File: src/rtl/ndpcp_pkg.sv
// ----------------------------------------------------------------------------
// ndpcp_pkg
// Shared constants and types of the NDP receive credit and pull pacer.
// ----------------------------------------------------------------------------
`default_nettype none

package ndpcp_pkg;

	localparam int MAX_MESSAGES = 128;
	localparam int SLOT_W       = $clog2(MAX_MESSAGES);
	localparam int TIME_W       = 48;
	localparam int DELAY_W      = 24;
	localparam int CRED_W       = 16;

	localparam logic [0:0] REG_INITIAL_CREDIT = 1'b0;
	localparam logic [0:0] REG_PACKET_TX_TIME = 1'b1;

	localparam logic [15:0] INITIAL_CREDIT_RST = 16'd10;
	localparam logic [15:0] PACKET_TX_TIME_RST = 16'd120;

	localparam logic [1:0] KIND_CTRL    = 2'd0;
	localparam logic [1:0] KIND_DELIVER = 2'd1;
	localparam logic [1:0] KIND_CREDIT  = 2'd2;

	localparam int FL_DATA = 0;
	localparam int FL_ACK  = 1;
	localparam int FL_NACK = 2;
	localparam int FL_PULL = 3;
	localparam int FL_CHOP = 4;

	typedef struct packed {
		logic due_en;
		logic commit_en;
	} pace_req_t;

	typedef struct packed {
		logic               late;
		logic [DELAY_W-1:0] delay;
	} pace_res_t;

endpackage

`default_nettype wire

File: src/rtl/ndp_receive_credit_and_pull_pacer_unit.sv
// ----------------------------------------------------------------------------
// ndp_receive_credit_and_pull_pacer_unit
// Answers received NDP headers with paced ACK/NACK/PULL and transmit events.
// ----------------------------------------------------------------------------
// One header is taken at a time. After acceptance the slot's credit entry is
// read from the credit memory's registered port, and for a data header it is
// updated and written back together with the pacer's next pull slot (S_CRED);
// the hold time is then resolved (S_PACE), and the up to two result beats leave
// through a single output register (S_EMIT), one per cycle while out_stall is
// low. These steps are set by the read-modify-write of the credit memory and
// the pacer's 48-bit add, compare and subtract. in_stall is high until the
// block returns to idle. There is no clearing pass: a slot must see a
// new-message header before its credit is meaningful.
`default_nettype none

module ndp_receive_credit_and_pull_pacer_unit (
	input  wire logic        clk,
	input  wire logic        arst_n,
	input  wire logic        cfg_we,
	input  wire logic [0:0]  cfg_index,
	input  wire logic [15:0] cfg_data,
	input  wire logic        in_valid,
	output logic             in_stall,
	input  wire logic [4:0]  hdr_flags,
	input  wire logic [31:0] remote_ip,
	input  wire logic [15:0] remote_port,
	input  wire logic [15:0] local_port,
	input  wire logic [15:0] msg_tag,
	input  wire logic [15:0] msg_length,
	input  wire logic [15:0] packet_offset,
	input  wire logic [15:0] pull_in,
	input  wire logic [6:0]  slot_id,
	input  wire logic        new_message,
	input  wire logic [47:0] now_ns,
	output logic             out_valid,
	input  wire logic        out_stall,
	output logic [1:0]       kind,
	output logic [2:0]       out_flags,
	output logic [31:0]      dest_ip,
	output logic [15:0]      src_port_out,
	output logic [15:0]      dst_port_out,
	output logic [15:0]      msg_tag_out,
	output logic [15:0]      msg_length_out,
	output logic [15:0]      offset_out,
	output logic [15:0]      pull_out,
	output logic [23:0]      send_delay,
	output logic             last
);
	import ndpcp_pkg::*;

	typedef enum logic [1:0] {
		S_IDLE,
		S_CRED,
		S_PACE,
		S_EMIT
	} state_t;

	state_t state_q;

	logic [15:0] initial_credit_q;
	logic [15:0] packet_tx_time_q;

	logic [4:0]        flags_q;
	logic [31:0]       ip_q;
	logic [15:0]       rport_q;
	logic [15:0]       lport_q;
	logic [15:0]       tag_q;
	logic [15:0]       len_q;
	logic [15:0]       off_q;
	logic [15:0]       pin_q;
	logic [SLOT_W-1:0] slot_q;
	logic              fresh_q;
	logic [47:0]       now_q;

	logic [CRED_W-1:0] credit_q;
	logic              pull_q;
	logic [2:0]        pend_q;
	logic              absorb_q;
	logic [DELAY_W-1:0] delay_q;

	logic              in_accept;
	logic [SLOT_W-1:0] in_slot;
	logic [CRED_W-1:0] rd_credit;
	logic [CRED_W-1:0] new_credit;
	logic              mem_we;
	logic              is_data;
	logic              pull_now;
	logic [16:0]       reach;
	pace_req_t         preq;
	pace_res_t         pres;
	logic              emit_go;
	logic [2:0]        pick;
	logic [2:0]        pend_next;

	assign in_accept = in_valid && !in_stall;
	assign in_stall  = (state_q != S_IDLE);
	assign in_slot   = SLOT_W'(slot_id % MAX_MESSAGES);
	assign is_data   = flags_q[FL_DATA];

	// config
	always_ff @(posedge clk or negedge arst_n) begin
		if (!arst_n) begin
			initial_credit_q <= INITIAL_CREDIT_RST;
			packet_tx_time_q <= PACKET_TX_TIME_RST;
		end else if (cfg_we) begin
			case (cfg_index)
				REG_INITIAL_CREDIT: initial_credit_q <= cfg_data;
				REG_PACKET_TX_TIME: packet_tx_time_q <= cfg_data;
				default: ;
			endcase
		end
	end

	// item capture
	always_ff @(posedge clk) begin
		if (in_accept) begin
			flags_q <= hdr_flags;
			ip_q    <= remote_ip;
			rport_q <= remote_port;
			lport_q <= local_port;
			tag_q   <= msg_tag;
			len_q   <= msg_length;
			off_q   <= packet_offset;
			pin_q   <= pull_in;
			slot_q  <= in_slot;
			fresh_q <= new_message;
			now_q   <= now_ns;
		end
	end

	// credit update
	assign new_credit = (fresh_q ? initial_credit_q : rd_credit)
		+ {{(CRED_W-1){1'b0}}, !flags_q[FL_CHOP]};
	assign mem_we = (state_q == S_CRED) && is_data;
	assign reach  = {1'b0, off_q} + {1'b0, initial_credit_q};
	assign pull_now = is_data && (flags_q[FL_CHOP] || (reach <= {1'b0, len_q}));

	ndpcp_credit_mem u_mem (
		.clk     (clk),
		.rd_en   (in_accept),
		.rd_addr (in_slot),
		.rd_data (rd_credit),
		.wr_en   (mem_we),
		.wr_addr (slot_q),
		.wr_data (new_credit)
	);

	assign preq.due_en    = (state_q == S_CRED);
	assign preq.commit_en = (state_q == S_PACE) && pull_q;

	ndpcp_pacer u_pacer (
		.clk     (clk),
		.arst_n  (arst_n),
		.req     (preq),
		.tx_time (packet_tx_time_q),
		.now     (now_q),
		.res     (pres)
	);

	// result selection
	assign emit_go = (state_q == S_EMIT) && (!out_valid || !out_stall);
	always_comb begin
		if (pend_q[0]) begin
			pick = 3'b001;
		end else if (pend_q[1]) begin
			pick = 3'b010;
		end else begin
			pick = 3'b100;
		end
	end
	assign pend_next = pend_q & ~pick;

	always_ff @(posedge clk or negedge arst_n) begin
		if (!arst_n) begin
			state_q   <= S_IDLE;
			pend_q    <= '0;
			pull_q    <= 1'b0;
			absorb_q  <= 1'b0;
			out_valid <= 1'b0;
		end else begin
			if (emit_go) begin
				out_valid <= 1'b1;
			end else if (out_valid && !out_stall) begin
				out_valid <= 1'b0;
			end
			case (state_q)
				S_IDLE: begin
					if (in_accept) begin
						state_q <= S_CRED;
					end
				end
				S_CRED: begin
					pull_q  <= pull_now;
					state_q <= S_PACE;
				end
				S_PACE: begin
					absorb_q <= pull_q && pres.late;
					if (is_data) begin
						pend_q[0] <= pull_q;
						pend_q[1] <= !flags_q[FL_CHOP] && !(pull_q && pres.late);
						pend_q[2] <= flags_q[FL_CHOP] && !(pull_q && pres.late);
					end else begin
						pend_q[0] <= flags_q[FL_ACK];
						pend_q[1] <= flags_q[FL_NACK] || flags_q[FL_PULL];
						pend_q[2] <= 1'b0;
					end
					if (is_data || flags_q[FL_ACK] || flags_q[FL_NACK]
						|| flags_q[FL_PULL]) begin
						state_q <= S_EMIT;
					end else begin
						state_q <= S_IDLE;
					end
				end
				S_EMIT: begin
					if (emit_go) begin
						pend_q <= pend_next;
						if (pend_next == 3'b000) begin
							state_q <= S_IDLE;
						end
					end
				end
				default: state_q <= S_IDLE;
			endcase
		end
	end

	always_ff @(posedge clk) begin
		if (state_q == S_CRED) begin
			credit_q <= new_credit;
		end
		if (state_q == S_PACE) begin
			delay_q <= pres.delay;
		end
	end

	// output beat
	always_ff @(posedge clk) begin
		if (emit_go) begin
			last        <= (pend_next == 3'b000);
			msg_tag_out <= tag_q;
			send_delay  <= '0;
			if (is_data) begin
				kind           <= KIND_CTRL;
				dest_ip        <= ip_q;
				src_port_out   <= lport_q;
				dst_port_out   <= rport_q;
				msg_length_out <= len_q;
				offset_out     <= off_q;
				pull_out       <= credit_q;
				if (pick[0]) begin
					out_flags  <= {1'b1, absorb_q && flags_q[FL_CHOP],
						absorb_q && !flags_q[FL_CHOP]};
					send_delay <= delay_q;
				end else if (pick[1]) begin
					out_flags <= 3'b001;
				end else begin
					out_flags <= 3'b010;
				end
			end else begin
				dest_ip      <= '0;
				src_port_out <= '0;
				dst_port_out <= '0;
				if (pick[0]) begin
					kind           <= KIND_DELIVER;
					out_flags      <= 3'b001;
					msg_length_out <= len_q;
					offset_out     <= off_q;
					pull_out       <= '0;
				end else begin
					kind           <= KIND_CREDIT;
					out_flags      <= {flags_q[FL_PULL], flags_q[FL_NACK], 1'b0};
					msg_length_out <= '0;
					offset_out     <= flags_q[FL_NACK] ? off_q : 16'd0;
					pull_out       <= flags_q[FL_PULL] ? pin_q : 16'd0;
				end
			end
		end
	end

	a_idle_empty: assert property (@(posedge clk) disable iff (!arst_n)
		(state_q == S_IDLE) |-> (pend_q == 3'b000))
		else $error("results pending while idle");

	a_emit_nonempty: assert property (@(posedge clk) disable iff (!arst_n)
		(state_q == S_EMIT) |-> (pend_q != 3'b000))
		else $error("emit state with nothing to send");

	a_mem_wb: assert property (@(posedge clk) disable iff (!arst_n)
		mem_we |=> (state_q == S_PACE))
		else $error("credit write-back outside update step");

	a_beat_stage: assert property (@(posedge clk) disable iff (!arst_n)
		emit_go |=> out_valid)
		else $error("selected result did not reach the output register");

endmodule

`default_nettype wire

File: src/rtl/ndpcp_credit_mem.sv
// ----------------------------------------------------------------------------
// ndpcp_credit_mem
// Per-slot credit table, one write and one registered read port.
// ----------------------------------------------------------------------------
`default_nettype none

module ndpcp_credit_mem (
	input  wire logic                       clk,
	input  wire logic                       rd_en,
	input  wire logic [ndpcp_pkg::SLOT_W-1:0] rd_addr,
	output logic      [ndpcp_pkg::CRED_W-1:0] rd_data,
	input  wire logic                       wr_en,
	input  wire logic [ndpcp_pkg::SLOT_W-1:0] wr_addr,
	input  wire logic [ndpcp_pkg::CRED_W-1:0] wr_data
);
	import ndpcp_pkg::*;

	logic [CRED_W-1:0] credit_mem_q [MAX_MESSAGES];
	logic [CRED_W-1:0] rd_data_q;

	always_ff @(posedge clk) begin
		if (wr_en) begin
			credit_mem_q[wr_addr] <= wr_data;
		end
		if (rd_en) begin
			rd_data_q <= credit_mem_q[rd_addr];
		end
	end

	assign rd_data = rd_data_q;

endmodule

`default_nettype wire

File: src/rtl/ndpcp_pacer.sv
// ----------------------------------------------------------------------------
// ndpcp_pacer
// Pull pacer: next pull slot, hold time and last pull time.
// ----------------------------------------------------------------------------
`default_nettype none

module ndpcp_pacer (
	input  wire logic                        clk,
	input  wire logic                        arst_n,
	input  wire ndpcp_pkg::pace_req_t        req,
	input  wire logic [15:0]                 tx_time,
	input  wire logic [ndpcp_pkg::TIME_W-1:0] now,
	output ndpcp_pkg::pace_res_t             res
);
	import ndpcp_pkg::*;

	logic [TIME_W-1:0] last_time_q;
	logic              primed_q;
	logic [TIME_W-1:0] due_q;
	logic [TIME_W:0]   due_sum;
	logic [TIME_W-1:0] gap;
	logic              late;

	assign due_sum = {1'b0, last_time_q} + {{(TIME_W-15){1'b0}}, tx_time};

	always_ff @(posedge clk) begin
		if (req.due_en) begin
			due_q <= due_sum[TIME_W] ? {TIME_W{1'b1}} : due_sum[TIME_W-1:0];
		end
	end

	assign late = !primed_q || (now >= due_q);
	assign gap  = due_q - now;

	always_comb begin
		res.late = late;
		if (late) begin
			res.delay = '0;
		end else if (|gap[TIME_W-1:DELAY_W]) begin
			res.delay = {DELAY_W{1'b1}};
		end else begin
			res.delay = gap[DELAY_W-1:0];
		end
	end

	always_ff @(posedge clk or negedge arst_n) begin
		if (!arst_n) begin
			last_time_q <= '0;
			primed_q    <= 1'b0;
		end else if (req.commit_en) begin
			last_time_q <= late ? now : due_q;
			primed_q    <= 1'b1;
		end
	end

endmodule

`default_nettype wire
File: config.mk
export PLATFORM = sky130hd
export DESIGN_NAME = ndp_receive_credit_and_pull_pacer_unit
export DESIGN_NICKNAME = d
export VERILOG_FILES = /design/src/rtl/ndpcp_pkg.sv /design/src/rtl/ndp_receive_credit_and_pull_pacer_unit.sv /design/src/rtl/ndpcp_credit_mem.sv /design/src/rtl/ndpcp_pacer.sv
export SDC_FILE = /design/constraint.sdc
export NUM_CORES = 2
export LEC_CHECK = 0
export BUFFER_PORTS_ARGS = -buffer_cell sky130_fd_sc_hd__buf_2
export CORE_ASPECT_RATIO = 1.2
export CORE_MARGIN = 5
export CORE_UTILIZATION = 50
export CTS_BUF_LIST = sky130_fd_sc_hd__clkbuf_16
export DETAILED_ROUTE_END_ITERATION = 8
export PLACE_DENSITY = 0.72
export SYNTH_ARGS = -nofsm -noshare
export SYNTH_HDL_FRONTEND = slang
export SYNTH_SLANG_ARGS = --single-unit
File: constraint.sdc
create_clock -name clk -period 10.3 [get_ports clk]
set_clock_uncertainty 0.15 [all_clocks]
set_input_delay 1.545 -clock clk [delete_from_list [all_inputs] [get_ports clk]]
set_output_delay 1.545 -clock clk [all_outputs]
set_load 0.02 [all_outputs]
==> results by group <==
Cells and area
  • Register area: between 70,000 and 80,000 µm²
  • Share of cells above drive strength 1: approximately 29%
  • Fin area: 117,000 µm²
  • Commonest cells after routing, fill and taps aside: edfxtp_1, mux4_2, buf_2
  • Area Growth Syn to Fin: 13.3%
  • Nets: roughly 6.0k
  • Multi-input gate area: 25,100 µm²
  • Fillers: around 15k
  • Most common cell after layout, fill and taps aside: edfxtp_1

Clock network
  • Clock root buffer: clkbuf_16
  • Setup bufs post-CTS: 0
  • Post-CTS Hold Buffers: 0
  • Later-pin clock latency in the skew report: between 0.8 and 0.9 ns
  • Max Root-Sink Buffers: 3
  • H-tree depth: 4
  • TritonCTS clock tree: done
  • Cts bufs inserted: approximately 230
  • Post_cts resized: 0
  • CTS sink count: 2,588
  • Clock transition at path regs: roughly 0.070 ns

Drt
  • Vias/cell: approximately 6
  • Vias: between 50k and 60k
  • Drt pass-1 iters: 8
  • Drt wl/cell: 29.1 µm
  • Initial DRC count: around 6.1k
  • Final WL: between 200,000 and 300,000 µm
  • DRC viols: 0
  • Detail Route Antenna Nets: 0

Flow run
  • Max-cap violation count: 0

Critical path
  • Critical Path, Cell by Cell: inv_1 > ha_1 > a21o_1 > or3_1 > o21a_1 > a311oi_1 > a21oi_1 > a211oi_1 > o21ai_0 > nand3_4 > buf_4 > mux2i_1 > o21ai_0
  • Critical path's most frequent cell: o21ai_0
  • CP Launch Type: flip-flop
  • Largest stage delay, worst path: 0.71 ns
  • Crit end category: flip-flop
  • CP Max Fanout: 54
  • Top cell family by delay on the critical path: compound AO/OA/AOI/OAI gates
  • Critical path arrival: ~5.8 ns
  • Setup Crit Path Kind: reg -> reg
  • CP bufs+invs: 2
  • Crit-path slowest cell: buf_4
  • Critical Path RT: 10.84 ns

STA
  • Final Hold Fails: 0
  • Tmin final: between 5 and 6 ns
  • Slew HR: 5.18%
  • Max-slew violations: 0
  • Slew at the pin with the worst max-slew slack: 1.42 ns
  • RSZ-0062 raised after global routing: false
  • Tcrit/Tclk final: just over 50%
  • Final setup TNS: 0 ns
  • Peak Freq: approximately 190 MHz
  • Final setup vio count: 0

Synth
  • Mean Syn Cell Area: 20.3 µm²
  • Post-synth EDFFs: between 2k and 2.5k
  • Count of cell types in the netlist: 79
  • Post-synthesis async set-or-reset flop share: under 10%
  • Mapped Nets: ~5.4k
  • Seq/Total Area, Yosys: 74.7%
  • Mapped Cells: between 5k and 6k
  • Netlist Area Pre-Place: roughly 100,000 µm²
  • Flops & latches, synth: roughly 2.6k
  • Synth warn: 0
  • Main synth FF type: edfxtp_1

Power
  • Psw: 7.37 mW
  • Power per cell area: ~230 nW/µm²
  • Internal power: between 15 and 20 mW
  • Sequential share of power: 50.5%
  • Max VDD drop: 0.000189 V
  • Sw Ratio: 27.8%
  • Clock power share: a little under a third
  • Static Leak: 39.0 nW
  • Part of the power in combinational logic: between 10% and 20%

Die
  • Core area: about 210,000 µm²
  • Starting Density: between 50% and 60%
  • Die height: just over 500 µm
  • # rows: 183
  • Die width: between 400 and 500 µm
  • Die Area: 216,000 µm²
  • # IOs: 371

GRT
  • First-pass GRT wire length: 362,000 µm
  • Total congestion overflow: 0
  • Largest net degree at the start of global routing: 118
  • Initial antenna violation count: 15
  • Total Routing Usage GR: 23.0%
  • Vias in the first global route: ~52k

Placed design
  • Placed Area: roughly 110,000 µm²
  • Detailed Place HPWL: approximately 150,000 µm
  • Global placer's final weighted congestion: between 0.9 and 1
  • I/O Buffers: 370

Min path
  • Hold crit path type: reg -> reg

Run status
  • Status: complete, no violations
[registers in the layout (all words and copies together) (netlist names), 24 cells and up]
register / count
u_mem.credit_mem_q: 2048
now_q: 48
u_pacer.due_q: 48
u_pacer.last_time_q: 48
dest_ip: 32
ip_q: 32
delay_q: 24
send_delay: 24
[power by group through the flow]
stage               clock, mW  combinational [mW]  sequential, mW
CTS                      8.55                4.74            13.4
global placement            0                4.61            13.6
finish                   8.41                4.74            13.4
global route             9.00                5.16            13.5
floorplan                   0                2.99            13.9
detailed placement          0                4.73            13.6
[cells in the mapped netlist, types with 31 or more instances]
library cell | instances | share of area (%)
a21oi_1 | 108 | 0.52
and2_1 | 70 | 0.42
and3_1 | 39 | 0.24
buf_1 | 67 | 0.24
clkbuf_1 | 163 | 0.59
dfrtp_1 | 83 | 2.0
edfxtp_1 | 2499 | 73
ha_1 | 98 | 1.2
inv_1 | 114 | 0.41
mux2_2 | 54 | 0.59
mux2i_1 | 54 | 0.52
mux4_2 | 672 | 15
nand2_1 | 182 | 0.66
nand3_1 | 49 | 0.24
nand4_1 | 31 | 0.19
nor2_1 | 238 | 0.86
nor2b_1 | 44 | 0.27
o21ai_0 | 123 | 0.60
xnor2_1 | 48 | 0.41
[through the flow]
step / hold slack [ns] / utilization (%) / cells / setup WS, ns / total power, mW
after floorplan: 0.250 / - / 5107 / 2.78 / 16.9
after global placement: 0.251 / 53.1 / 8190 / 4.65 / 18.2
after detailed placement: 0.258 / 53.1 / 8190 / 4.63 / 18.4
after CTS: 0.271 / 56.7 / 8614 / 5.16 / 26.7
after global routing: 0.277 / 56.7 / 8621 / 4.87 / 27.6
final: 0.268 / 56.7 / 8623 / 5.08 / 26.6
[layer usage]
layer	up-vias	wire (µm)	GRT usage [%]
met5	-	50	0
met4	8	9830	8.45
met3	465	21100	4.19
met2	2650	127000	39.1
met1	27600	92300	30.0
li1	22000	-	-
[area by class of cell]
type | instances | area share (%)
clock buffers | 227 | 4.85
well taps | 2775 | 2.96
multi-input cells | 2152 | 21.4
inverters | 114 | 0.369
diodes | 8 | 0.0171
flip-flops and latches | 2588 | 65.9
clock inverters | 197 | 1.49
repair buffers | 562 | 2.95
[path summary, 6_finish.rpt]
| kind | start | to | slack (ns) | cells after the start |
|---|---|---|---|---|
| worst max-delay path | now_q[5] | u_pacer.last_time_q[25] | 5.08 | 13 |
| worst min-delay path | tag_q[11] | msg_tag_out[11] | 0.27 | 0 |
| worst max register to register | now_q[5] | u_pacer.last_time_q[25] | 5.08 | 13 |
| worst min register to register | tag_q[11] | msg_tag_out[11] | 0.27 | 0 |
| max in group asynchronous | arst_n | initial_credit_q[11] | 8.34 | 2 |
| min in group asynchronous | arst_n | u_pacer.last_time_q[38] | 0.45 | 1 |
[worst register-to-register path: stages, from the launching register on]
cell      delay (ns)
edfxtp_1        0.38
inv_1           0.06
ha_1            0.37
a21o_1          0.24
or3_1           0.33
o21a_1          0.26
a311oi_1        0.67
a21oi_1         0.30
a211oi_1        0.30
o21ai_0         0.26
nand3_4         0.42
buf_4           0.71
mux2i_1         0.45
o21ai_0         0.14
[kinds of logic (layout without fill, tap and decap cells)]
group / Yosys count / count (layout) / share of synthesized area, %
DFF: 2588 / 2588 / 74.7
adders and majority gates: 101 / 101 / 1.24
and+or+nand+nor: 761 / 761 / 3.59
muxes: 780 / 780 / 15.7
buffers and inverters: 367 / 1100 / 1.39
other: 0 / 8 / 0
xor gates and xnor gates: 78 / 78 / 0.660
AOI/OAI and AO/OA: 432 / 432 / 2.67
No activity file was read; power rests on OpenSTA's default activity.
